--- config.mk ---
export PLATFORM = sky130hd
export DESIGN_NAME = cmos_rtc_time_registers_unit_flat
export DESIGN_NICKNAME = d
export VERILOG_FILES = /design/src/design/cmos_rtc_pkg.sv /design/src/design/cmos_rtc_req_if.sv /design/src/design/cmos_rtc_rsp_if.sv /design/src/design/cmos_rtc_time_registers_unit.sv /design/src/flat_wrapper.sv
export SDC_FILE = /design/constraint.sdc
export NUM_CORES = 1
export LEC_CHECK = 0
export ABC_AREA = 1
export BUFFER_PORTS_ARGS = -buffer_cell sky130_fd_sc_hd__buf_2
export CAP_MARGIN = 15
export CORE_MARGIN = 3
export CORE_UTILIZATION = 40
export DETAILED_ROUTE_END_ITERATION = 10
export GPL_TIMING_DRIVEN = 0
export MAX_ROUTING_LAYER = met4
export PLACE_DENSITY = 0.53
export REMOVE_ABC_BUFFERS = 1
export SYNTH_ARGS = -nofsm -noshare
export SYNTH_HDL_FRONTEND = slang
export SYNTH_SLANG_ARGS = --single-unit
--- constraint.sdc ---
create_clock -name clock -period 10.1 [get_ports clock]
set_input_delay 2.02 -clock clock [delete_from_list [all_inputs] [get_ports clock]]
set_output_delay 2.02 -clock clock [all_outputs]
set_load 0.02 [all_outputs]
--- src/design/cmos_rtc_pkg.sv ---
// cmos_rtc_pkg: shared types, codes, register addresses and bcd helpers
// for the cmos rtc time registers block; no dependencies
package cmos_rtc_pkg;

   localparam int CmdWidth  = 2;
   localparam int AddrWidth = 8;
   localparam int DataWidth = 8;
   localparam int CsrIndexWidth = 2;
   localparam int CsrDataWidth  = 16;

   typedef logic [CmdWidth-1:0]  cmd_type;
   typedef logic [AddrWidth-1:0] addr_type;
   typedef logic [DataWidth-1:0] data_type;

   // command codes
   localparam cmd_type CMD_TICK  = 2'd0;
   localparam cmd_type CMD_READ  = 2'd1;
   localparam cmd_type CMD_WRITE = 2'd2;

   // bus register addresses
   localparam addr_type ADDR_SECONDS = 8'h00;
   localparam addr_type ADDR_MINUTES = 8'h02;
   localparam addr_type ADDR_HOURS   = 8'h04;
   localparam addr_type ADDR_STATUS  = 8'h0A;
   localparam addr_type ADDR_FORMAT  = 8'h0B;

   // configuration register indexes
   localparam logic [CsrIndexWidth-1:0] CSR_BINARY_MODE = 2'd0;
   localparam logic [CsrIndexWidth-1:0] CSR_MODE_24_HOUR = 2'd1;
   localparam logic [CsrIndexWidth-1:0] CSR_TICKS_PER_SECOND = 2'd2;

   localparam logic [15:0] TICKS_PER_SECOND_RESET = 16'd18;

   localparam data_type PM_FLAG   = 8'h80;
   localparam data_type HOUR_MASK = 8'h7F;
   localparam data_type MAX_SECOND = 8'd59;
   localparam data_type MAX_MINUTE = 8'd59;
   localparam data_type MAX_HOUR   = 8'd23;
   localparam data_type NOON       = 8'd12;

   // binary to packed bcd, quotient by reciprocal multiply (exact below 1029)
   function automatic data_type bin_to_bcd(input data_type v);
      logic [15:0] prod;
      logic [4:0]  quot;
      data_type    rem;
      prod = {8'd0, v} * 16'd205;
      quot = prod[15:11];
      rem  = v - ({3'd0, quot} * 8'd10);
      return {quot[3:0], rem[3:0]};
   endfunction

   // packed bcd to binary, non-decimal nibbles weighted as is
   function automatic data_type bcd_to_bin(input data_type d);
      data_type hi;
      hi = {4'd0, d[7:4]};
      return {4'd0, d[3:0]} + (hi << 3) + (hi << 1);
   endfunction

endpackage

--- src/design/cmos_rtc_req_if.sv ---
// cmos_rtc_req_if: request channel (valid, ready, command word)
// depends on cmos_rtc_pkg
interface cmos_rtc_req_if;
   logic                  valid;
   logic                  ready;
   cmos_rtc_pkg::cmd_type  cmd;
   cmos_rtc_pkg::addr_type reg_addr;
   cmos_rtc_pkg::data_type write_data;

   modport source (output valid, output cmd, output reg_addr, output write_data,
                   input ready);
   modport sink   (input valid, input cmd, input reg_addr, input write_data,
                   output ready);
endinterface

--- src/design/cmos_rtc_rsp_if.sv ---
// cmos_rtc_rsp_if: response channel (valid, ready, read data word)
// depends on cmos_rtc_pkg
interface cmos_rtc_rsp_if;
   logic                  valid;
   logic                  ready;
   cmos_rtc_pkg::data_type read_data;

   modport source (output valid, output read_data, input ready);
   modport sink   (input valid, input read_data, output ready);
endinterface

--- src/design/cmos_rtc_time_registers_unit.sv ---
// cmos_rtc_time_registers_unit: rtc time keeping with bcd/binary and 12/24 hour bus view
// depends on cmos_rtc_pkg, cmos_rtc_req_if, cmos_rtc_rsp_if
//
//   channel | direction | word                            | handshake
//   req_ch  | in        | cmd, reg_addr, write_data       | valid/ready
//   rsp_ch  | out       | read_data (reads only)          | valid/ready
//   csr_*   | in        | write_en, index, write_data     | write_en only
//
// two register stages: a request register, then the execute step that
// updates the time state and loads the response register
// one word per cycle unless a stalled response holds the pipe; a read answer leaves from the response register
// synchronous active-high reset clears valids, time state and format bits
// a stalled response holds the execute step; req ready drops only when the
// request register is full and cannot move on
module cmos_rtc_time_registers_unit (
   input  logic                                        clock,
   input  logic                                        reset,
   cmos_rtc_req_if.sink                                req_ch,
   cmos_rtc_rsp_if.source                              rsp_ch,
   input  logic                                        csr_write_en,
   input  logic [cmos_rtc_pkg::CsrIndexWidth-1:0]      csr_index,
   input  logic [cmos_rtc_pkg::CsrDataWidth-1:0]       csr_write_data
);

   // configuration
   logic        binary_mode_ff;
   logic        mode_24_hour_ff;
   logic [15:0] ticks_per_second_ff;

   // request register
   logic                   req_valid_ff;
   cmos_rtc_pkg::cmd_type  req_cmd_ff;
   cmos_rtc_pkg::addr_type req_addr_ff;
   cmos_rtc_pkg::data_type req_data_ff;

   // time state
   logic [15:0]            tick_count_ff, tick_count_in;
   cmos_rtc_pkg::data_type seconds_ff, seconds_in;
   cmos_rtc_pkg::data_type minutes_ff, minutes_in;
   cmos_rtc_pkg::data_type hours_ff, hours_in;

   // response register
   logic                   rsp_valid_ff, rsp_valid_in;
   cmos_rtc_pkg::data_type rsp_data_ff, rsp_data_in;

   logic                   rsp_free;
   logic                   exec;
   logic                   time_in_range;
   logic [16:0]            tick_next;
   cmos_rtc_pkg::data_type enc_hours;
   cmos_rtc_pkg::data_type hour12;
   cmos_rtc_pkg::data_type dec_field;
   cmos_rtc_pkg::data_type dec_hours;
   cmos_rtc_pkg::data_type dec_hour_raw;
   cmos_rtc_pkg::data_type sec_inc, min_inc, hour_inc;

   assign rsp_free = !rsp_valid_ff || rsp_ch.ready;
   assign exec     = req_valid_ff && rsp_free;
   assign req_ch.ready = !req_valid_ff || rsp_free;

   assign rsp_ch.valid     = rsp_valid_ff;
   assign rsp_ch.read_data = rsp_data_ff;

   assign time_in_range = (hours_ff <= cmos_rtc_pkg::MAX_HOUR) &&
                          (minutes_ff <= cmos_rtc_pkg::MAX_MINUTE) &&
                          (seconds_ff <= cmos_rtc_pkg::MAX_SECOND);

   // hours as seen on the bus
   always_comb begin
      hour12 = hours_ff;
      if (hours_ff >= cmos_rtc_pkg::NOON) begin
         hour12 = hours_ff - cmos_rtc_pkg::NOON;
      end
      if (hour12 == 8'd0) begin
         hour12 = cmos_rtc_pkg::NOON;
      end
      if (mode_24_hour_ff || (hours_ff > cmos_rtc_pkg::MAX_HOUR)) begin
         enc_hours = binary_mode_ff ? hours_ff : cmos_rtc_pkg::bin_to_bcd(hours_ff);
      end else begin
         enc_hours = (binary_mode_ff ? hour12 : cmos_rtc_pkg::bin_to_bcd(hour12)) |
                     ((hours_ff >= cmos_rtc_pkg::NOON) ? cmos_rtc_pkg::PM_FLAG : 8'd0);
      end
   end

   // written byte decoded into binary
   always_comb begin
      dec_field = binary_mode_ff ? req_data_ff : cmos_rtc_pkg::bcd_to_bin(req_data_ff);
      dec_hour_raw = binary_mode_ff ? (req_data_ff & cmos_rtc_pkg::HOUR_MASK)
                   : cmos_rtc_pkg::bcd_to_bin(req_data_ff & cmos_rtc_pkg::HOUR_MASK);
      if (dec_hour_raw == cmos_rtc_pkg::NOON) begin
         dec_hour_raw = 8'd0;
      end
      if (req_data_ff[7]) begin
         dec_hour_raw = dec_hour_raw + cmos_rtc_pkg::NOON;
      end
      dec_hours = mode_24_hour_ff ? dec_field : dec_hour_raw;
   end

   // one-second advance with wraps, only from an in-range time
   always_comb begin
      sec_inc  = seconds_ff + 8'd1;
      min_inc  = minutes_ff;
      hour_inc = hours_ff;
      if (sec_inc > cmos_rtc_pkg::MAX_SECOND) begin
         sec_inc = 8'd0;
         min_inc = minutes_ff + 8'd1;
      end
      if (min_inc > cmos_rtc_pkg::MAX_MINUTE) begin
         min_inc  = 8'd0;
         hour_inc = hours_ff + 8'd1;
      end
      if (hour_inc > cmos_rtc_pkg::MAX_HOUR) begin
         hour_inc = 8'd0;
      end
   end

   assign tick_next = {1'b0, tick_count_ff} + 17'd1;

   // execute step
   always_comb begin
      tick_count_in = tick_count_ff;
      seconds_in    = seconds_ff;
      minutes_in    = minutes_ff;
      hours_in      = hours_ff;
      rsp_data_in   = rsp_data_ff;
      rsp_valid_in  = rsp_valid_ff && !rsp_ch.ready;
      if (exec) begin
         case (req_cmd_ff)
            cmos_rtc_pkg::CMD_TICK: begin
               if (tick_next >= {1'b0, ticks_per_second_ff}) begin
                  tick_count_in = 16'd0;
                  if (time_in_range) begin
                     seconds_in = sec_inc;
                     minutes_in = min_inc;
                     hours_in   = hour_inc;
                  end
               end else begin
                  tick_count_in = tick_next[15:0];
               end
            end
            cmos_rtc_pkg::CMD_READ: begin
               rsp_valid_in = 1'b1;
               unique case (req_addr_ff)
                  cmos_rtc_pkg::ADDR_SECONDS: rsp_data_in = binary_mode_ff ? seconds_ff
                                               : cmos_rtc_pkg::bin_to_bcd(seconds_ff);
                  cmos_rtc_pkg::ADDR_MINUTES: rsp_data_in = binary_mode_ff ? minutes_ff
                                               : cmos_rtc_pkg::bin_to_bcd(minutes_ff);
                  cmos_rtc_pkg::ADDR_HOURS:   rsp_data_in = enc_hours;
                  cmos_rtc_pkg::ADDR_FORMAT:  rsp_data_in = {5'd0, binary_mode_ff,
                                                             mode_24_hour_ff, 1'b0};
                  // status reads zero: updates are atomic
                  default:                    rsp_data_in = 8'd0;
               endcase
            end
            cmos_rtc_pkg::CMD_WRITE: begin
               unique case (req_addr_ff)
                  cmos_rtc_pkg::ADDR_SECONDS: seconds_in = dec_field;
                  cmos_rtc_pkg::ADDR_MINUTES: minutes_in = dec_field;
                  cmos_rtc_pkg::ADDR_HOURS:   hours_in   = dec_hours;
                  default: ;
               endcase
            end
            default: ;
         endcase
      end
   end

   // control and state registers
   always_ff @(posedge clock) begin
      if (reset) begin
         req_valid_ff        <= 1'b0;
         rsp_valid_ff        <= 1'b0;
         tick_count_ff       <= 16'd0;
         seconds_ff          <= 8'd0;
         minutes_ff          <= 8'd0;
         hours_ff            <= 8'd0;
         binary_mode_ff      <= 1'b0;
         mode_24_hour_ff     <= 1'b0;
         ticks_per_second_ff <= cmos_rtc_pkg::TICKS_PER_SECOND_RESET;
      end else begin
         if (req_ch.ready) begin
            req_valid_ff <= req_ch.valid;
         end
         rsp_valid_ff  <= rsp_valid_in;
         tick_count_ff <= tick_count_in;
         seconds_ff    <= seconds_in;
         minutes_ff    <= minutes_in;
         hours_ff      <= hours_in;
         if (csr_write_en) begin
            unique case (csr_index)
               cmos_rtc_pkg::CSR_BINARY_MODE:      binary_mode_ff <= csr_write_data[0];
               cmos_rtc_pkg::CSR_MODE_24_HOUR:     mode_24_hour_ff <= csr_write_data[0];
               cmos_rtc_pkg::CSR_TICKS_PER_SECOND: ticks_per_second_ff <= csr_write_data;
               default: ;
            endcase
         end
      end
   end

   // payload registers
   always_ff @(posedge clock) begin
      if (req_ch.ready && req_ch.valid) begin
         req_cmd_ff  <= req_ch.cmd;
         req_addr_ff <= req_ch.reg_addr;
         req_data_ff <= req_ch.write_data;
      end
      rsp_data_ff <= rsp_data_in;
   end

`ifndef SYNTHESIS
   // a response appears only after a read was executed
   a_rsp_from_read: assert property (@(posedge clock) disable iff (reset)
      $rose(rsp_valid_ff) |-> $past(exec && (req_cmd_ff == cmos_rtc_pkg::CMD_READ)))
      else $error("response without an executed read");

   // ticks and reads keep an in-range time in range
   a_time_stays_valid: assert property (@(posedge clock) disable iff (reset)
      ($past(exec) && $past(req_cmd_ff != cmos_rtc_pkg::CMD_WRITE) &&
       $past(time_in_range)) |-> time_in_range)
      else $error("time left its valid range");

   // after a tick the prescaler sits below the rate or at zero
   a_prescaler_bound: assert property (@(posedge clock) disable iff (reset)
      ($past(exec && (req_cmd_ff == cmos_rtc_pkg::CMD_TICK)) && !$past(csr_write_en))
      |-> (tick_count_ff == 16'd0 || tick_count_ff < ticks_per_second_ff))
      else $error("prescaler beyond ticks per second");

   // request side stalls only behind a blocked response
   a_stall_cause: assert property (@(posedge clock) disable iff (reset)
      !req_ch.ready |-> (req_valid_ff && rsp_valid_ff && !rsp_ch.ready))
      else $error("request stalled without a blocked response");
`endif

endmodule

--- src/flat_wrapper.sv ---
// flat-port wrapper written by rule: the top's interface ports become plain ports
module cmos_rtc_time_registers_unit_flat 
  (clock, reset, csr_write_en, csr_index, csr_write_data, req_ch_valid, req_ch_cmd, req_ch_reg_addr, req_ch_write_data, req_ch_ready, rsp_ch_valid, rsp_ch_read_data, rsp_ch_ready);
  cmos_rtc_req_if req_ch_i ();
  cmos_rtc_rsp_if rsp_ch_i ();
  input  logic clock;
  input  logic reset;
  input  logic csr_write_en;
  input  logic [cmos_rtc_pkg::CsrIndexWidth-1:0] csr_index;
  input  logic [cmos_rtc_pkg::CsrDataWidth-1:0] csr_write_data;
  input wire logic [$bits(req_ch_i.valid)-1:0] req_ch_valid;
  input wire logic [$bits(req_ch_i.cmd)-1:0] req_ch_cmd;
  input wire logic [$bits(req_ch_i.reg_addr)-1:0] req_ch_reg_addr;
  input wire logic [$bits(req_ch_i.write_data)-1:0] req_ch_write_data;
  output wire logic [$bits(req_ch_i.ready)-1:0] req_ch_ready;
  output wire logic [$bits(rsp_ch_i.valid)-1:0] rsp_ch_valid;
  output wire logic [$bits(rsp_ch_i.read_data)-1:0] rsp_ch_read_data;
  input wire logic [$bits(rsp_ch_i.ready)-1:0] rsp_ch_ready;
  assign req_ch_i.valid = req_ch_valid;
  assign req_ch_i.cmd = req_ch_cmd;
  assign req_ch_i.reg_addr = req_ch_reg_addr;
  assign req_ch_i.write_data = req_ch_write_data;
  assign req_ch_ready = req_ch_i.ready;
  assign rsp_ch_valid = rsp_ch_i.valid;
  assign rsp_ch_read_data = rsp_ch_i.read_data;
  assign rsp_ch_i.ready = rsp_ch_ready;
  cmos_rtc_time_registers_unit u_core (.clock(clock), .reset(reset), .req_ch(req_ch_i), .rsp_ch(rsp_ch_i), .csr_write_en(csr_write_en), .csr_index(csr_index), .csr_write_data(csr_write_data));
endmodule
==> summary.md <==
| Metric | Value |
|---|---|
| Status | finished, final reports clean |
| Post-synth EDFFs | 26 |
| Dominant synthesized flop cell | dfxtp_1 |
| Critical path type | flop to flop |
| Avg Inst Size Synth | 7.57 um2 |
| ANT cells | 0 |
| Critical path arrival | 7.17 ns |
| Post-CTS Setup Inserts | 0 |
| Worst vdd rail ir drop | 0.109 mV |
| Hold_sp | u_core.ticks_per_second_ff[2] |
| Cts hold-fix bufs | 0 |
| Drt initial violations | 532 |
| Tmin final | 7.07 ns |
| Max Fclk | 141 MHz |
| Clock sink total | 86 |
| WP data required | 10.20 ns |
| Vias in the first global route | 8,517 |
| Startpoint types | flop |
| Final Cycle Share | 0.700 |
| DIE AREA | 28,400 um2 |
| Area Growth Syn to Fin | 8.34% |
| CORE AREA | 25,600 um2 |
| Hold WS | 0.459 ns |
| Top Ports | 51 |
| Total Routing Usage GR | 0.188 |
| Unrepaired setup endpoints after global routing | false |
| Fin worst setup slack | 3.03 ns |
| Final setup vio count | 0 |
| Yosys top cell by area | ha_1 |
| Ys async rst share | 0 |
| Number of nets with antenna violations after detailed routing | 0 |
| Slew HR | 0.305 |
| DP Worst Slack | 3.08 ns |
| Clock Path Buffers | 2 |
| CTS tree | yes |
| First-pass DRT Iterations | 5 |
| Initial Util | 0.413 |
| First-pass GRT wire length | 42,800 um |
| CTS Buf Count | 9 |
| Root buffer cell | clkbuf_16 |
| Measured slew at the worst slew-check pin | 1.04 ns |
| Slack of the worst reg-to-reg path | 3.03 ns |
| Rows | 58 |
| Worst-skew pair later-pin latency | 0.35 ns |
| Crit path max fanout | 8 |
| DP HPWL | 20,900 um |
| LEAKAGE | 0.00610 uW |
| Post-Syn Area | 10,600 um2 |
| Post-CTS sizing | 0 |
| Worst reg2reg path depth | 26 |
| FF-to-FF End | u_core.rsp_ch.read_data[2] |
| Worst R2R Start | u_core.hours_ff[6] |
| Worst setup EP type | flop |
| DRC violations left | 0 |
| Hold path endpoint | u_core.ticks_per_second_ff[2] |
| Routed Wire Length | 25,500 um |
| Cell Pwr Density | 111 nW/um2 |
| Synth warnings | 0 |
| Htree depth | 3 |
| Placer Congestion | 0.864 |
| Worst Hold Path Cells | 2 |
| Die Y | 169 um |
| Layout Nets | 1,730 |
| Die X | 169 um |
| Wire per inst | 14.4 um |
| Cell variety after synth | 48 |
| Initial antenna violation count | 0 |
| Cells after Synth | 1,397 |
| GR Overflow Total | 0 |
| Max_cap viols | 0 |
| Largest net degree at the start of global routing | 37 |
| Final hold violation count | 0 |
| Slew Limit Fails | 0 |
| Port Buf Inserts | 50 |
| Vias per cell | 4.98 |
| TNS Setup | 0 ns |
| Clk_skew | 0.0148 ns |
| Via count | 8,812 |
| Worst hold-check path type | flop to flop |
| Flop and latch count out of synthesis | 86 |
| Post-synth top area share | 0.241 |
| Ranking of synthesized cells by area | ha_1 24%, dfxtp_1 11%, fa_1 9.8% |
| Seq/Total Area, Yosys | 0.187 |
| Worst-path clk slew | 0.07 ns |
| Fraction of layout cells with a size suffix above 1 | 0.0709 |
## worst max path at each step
stage | startpoint | endpoint | slack (ns)
after floorplan | u_core.hours_ff[6] | u_core.rsp_ch.read_data[2] | 4.06
after global placement | u_core.hours_ff[6] | u_core.rsp_ch.read_data[2] | 3.07
after detailed placement | u_core.hours_ff[7] | u_core.rsp_ch.read_data[2] | 3.08
after CTS | u_core.hours_ff[7] | u_core.rsp_ch.read_data[2] | 3.04
after global routing | u_core.hours_ff[7] | u_core.rsp_ch.read_data[2] | 2.46
final | u_core.hours_ff[6] | u_core.rsp_ch.read_data[2] | 3.03
## per-stage QoR
stage                     cells  power [uW]  area [um2]   util
after floorplan            1371         791       10500      -
after global placement     1751         923       11100  0.434
after detailed placement   1752         926       11200  0.435
after CTS                  1768        1290       11500  0.447
after global routing       1768        1390       11500  0.447
final                      1768        1270       11500  0.447
## logic make-up (layout without fill, tap and decap cells)
kind of cell / after synthesis / after routing / synth area share
adders and majority gates: 256 / 256 / 0.340
and+or+nand+nor: 479 / 479 / 0.200
DFF: 86 / 86 / 0.187
buffers and inverters: 305 / 346 / 0.110
AOI/OAI and AO/OA: 210 / 210 / 0.111
xor gates and xnor gates: 61 / 61 / 0.0512
## flip-flops by register name, summed over array words and instances, names as in the netlist
register and flops:
u_core.tick_count_ff 16, u_core.ticks_per_second_ff 16, u_core.mode_24_hour_ff 1, u_core.minutes_ff 8, u_core.req_data_ff 8, u_core.req_valid_ff 1
u_core.req_cmd_ff 2, u_core.rsp_ch.read_data 8, u_core.seconds_ff 8, u_core.binary_mode_ff 1, u_core.hours_ff 8, u_core.rsp_ch.valid 1
u_core.req_addr_ff 8
## routing by layer
layer  global-route usage  share of wire
met1                0.270           0.52
met2                0.294           0.44
met3               0.0182          0.033
met4               0.0356          0.010
met5                    -              0
## power breakdown
| group | internal, uW | total (uW) | switching, uW |
|---|---|---|---|
| sequential | 367 | 381 | 14.0 |
| combinational | 205 | 537 | 332 |
| clock | 196 | 355 | 159 |
| total | 768 | 1270 | 505 |
## layout by cell type (no fill, tap or decap), types with 4 or more instances in the layout
master,netlist,layout
ha_1,204,204
fa_1,52,52
edfxtp_1,26,26
xnor2_1,18,18
nand4_1,28,28
o21ai_0,69,69
nand2_1,243,243
buf_2,3,50
dfxtp_1,60,60
a31oi_1,6,6
o21ai_1,7,7
nor2_1,83,82
a21oi_1,87,87
xor2_1,42,42
nor4_1,10,10
a21oi_2,6,6
inv_1,272,272
a21o_1,4,4
nand3b_1,4,4
inv_2,5,5
o22ai_1,4,4
nand2_2,4,4
or2_2,6,6
nor3_1,20,20
nand3_1,69,69
o211ai_1,8,8
clkbuf_16,0,9
## final cells by class
class	count	area [um2]
multi-input combinational	1006	7440
timing repair buffer	51	278
sequential	86	1980
clock buffer	9	225
tap	330	413
inverter	279	1050
clock inverter	7	80.1
fill	2635	14200
## cells in the mapped netlist, drive strengths merged, types with 4 or more instances
| library cell | n |
|---|---|
| xor2 | 43 |
| o22ai | 4 |
| fa | 52 |
| a21oi | 93 |
| edfxtp | 26 |
| nand4 | 28 |
| nand2 | 249 |
| or2 | 7 |
| clkbuf | 21 |
| a21o | 4 |
| o21ai | 78 |
| nand3 | 71 |
| nor3 | 20 |
| ha | 204 |
| buf | 5 |
| nor4 | 10 |
| xnor2 | 18 |
| dfxtp | 60 |
| inv | 277 |
| o211ai | 8 |
| nand3b | 5 |
| a31oi | 6 |
| nor2 | 88 |
## critical path, cell delays in order (launching register included)
cell and delay [ns]:
dfxtp_1 0.55, inv_1 0.27, ha_1 0.34, or2_2 0.32, xor2_1 0.31, nand3_1 0.11
nor2_1 0.10, nand4_1 0.15, nand2_1 0.25, ha_1 0.32, fa_1 0.50, fa_1 0.52
inv_1 0.06, fa_1 0.53, inv_1 0.04, ha_1 0.30, a21oi_1 0.27, nor2_1 0.07
nor2_1 0.22, nor2_1 0.07, a311oi_1 0.21, nand2_1 0.10, xnor2_1 0.28, fa_1 0.47
a21oi_1 0.16, nand2_1 0.08, a32o_1 0.23
Note: power is estimated with default switching activity, not from simulation.
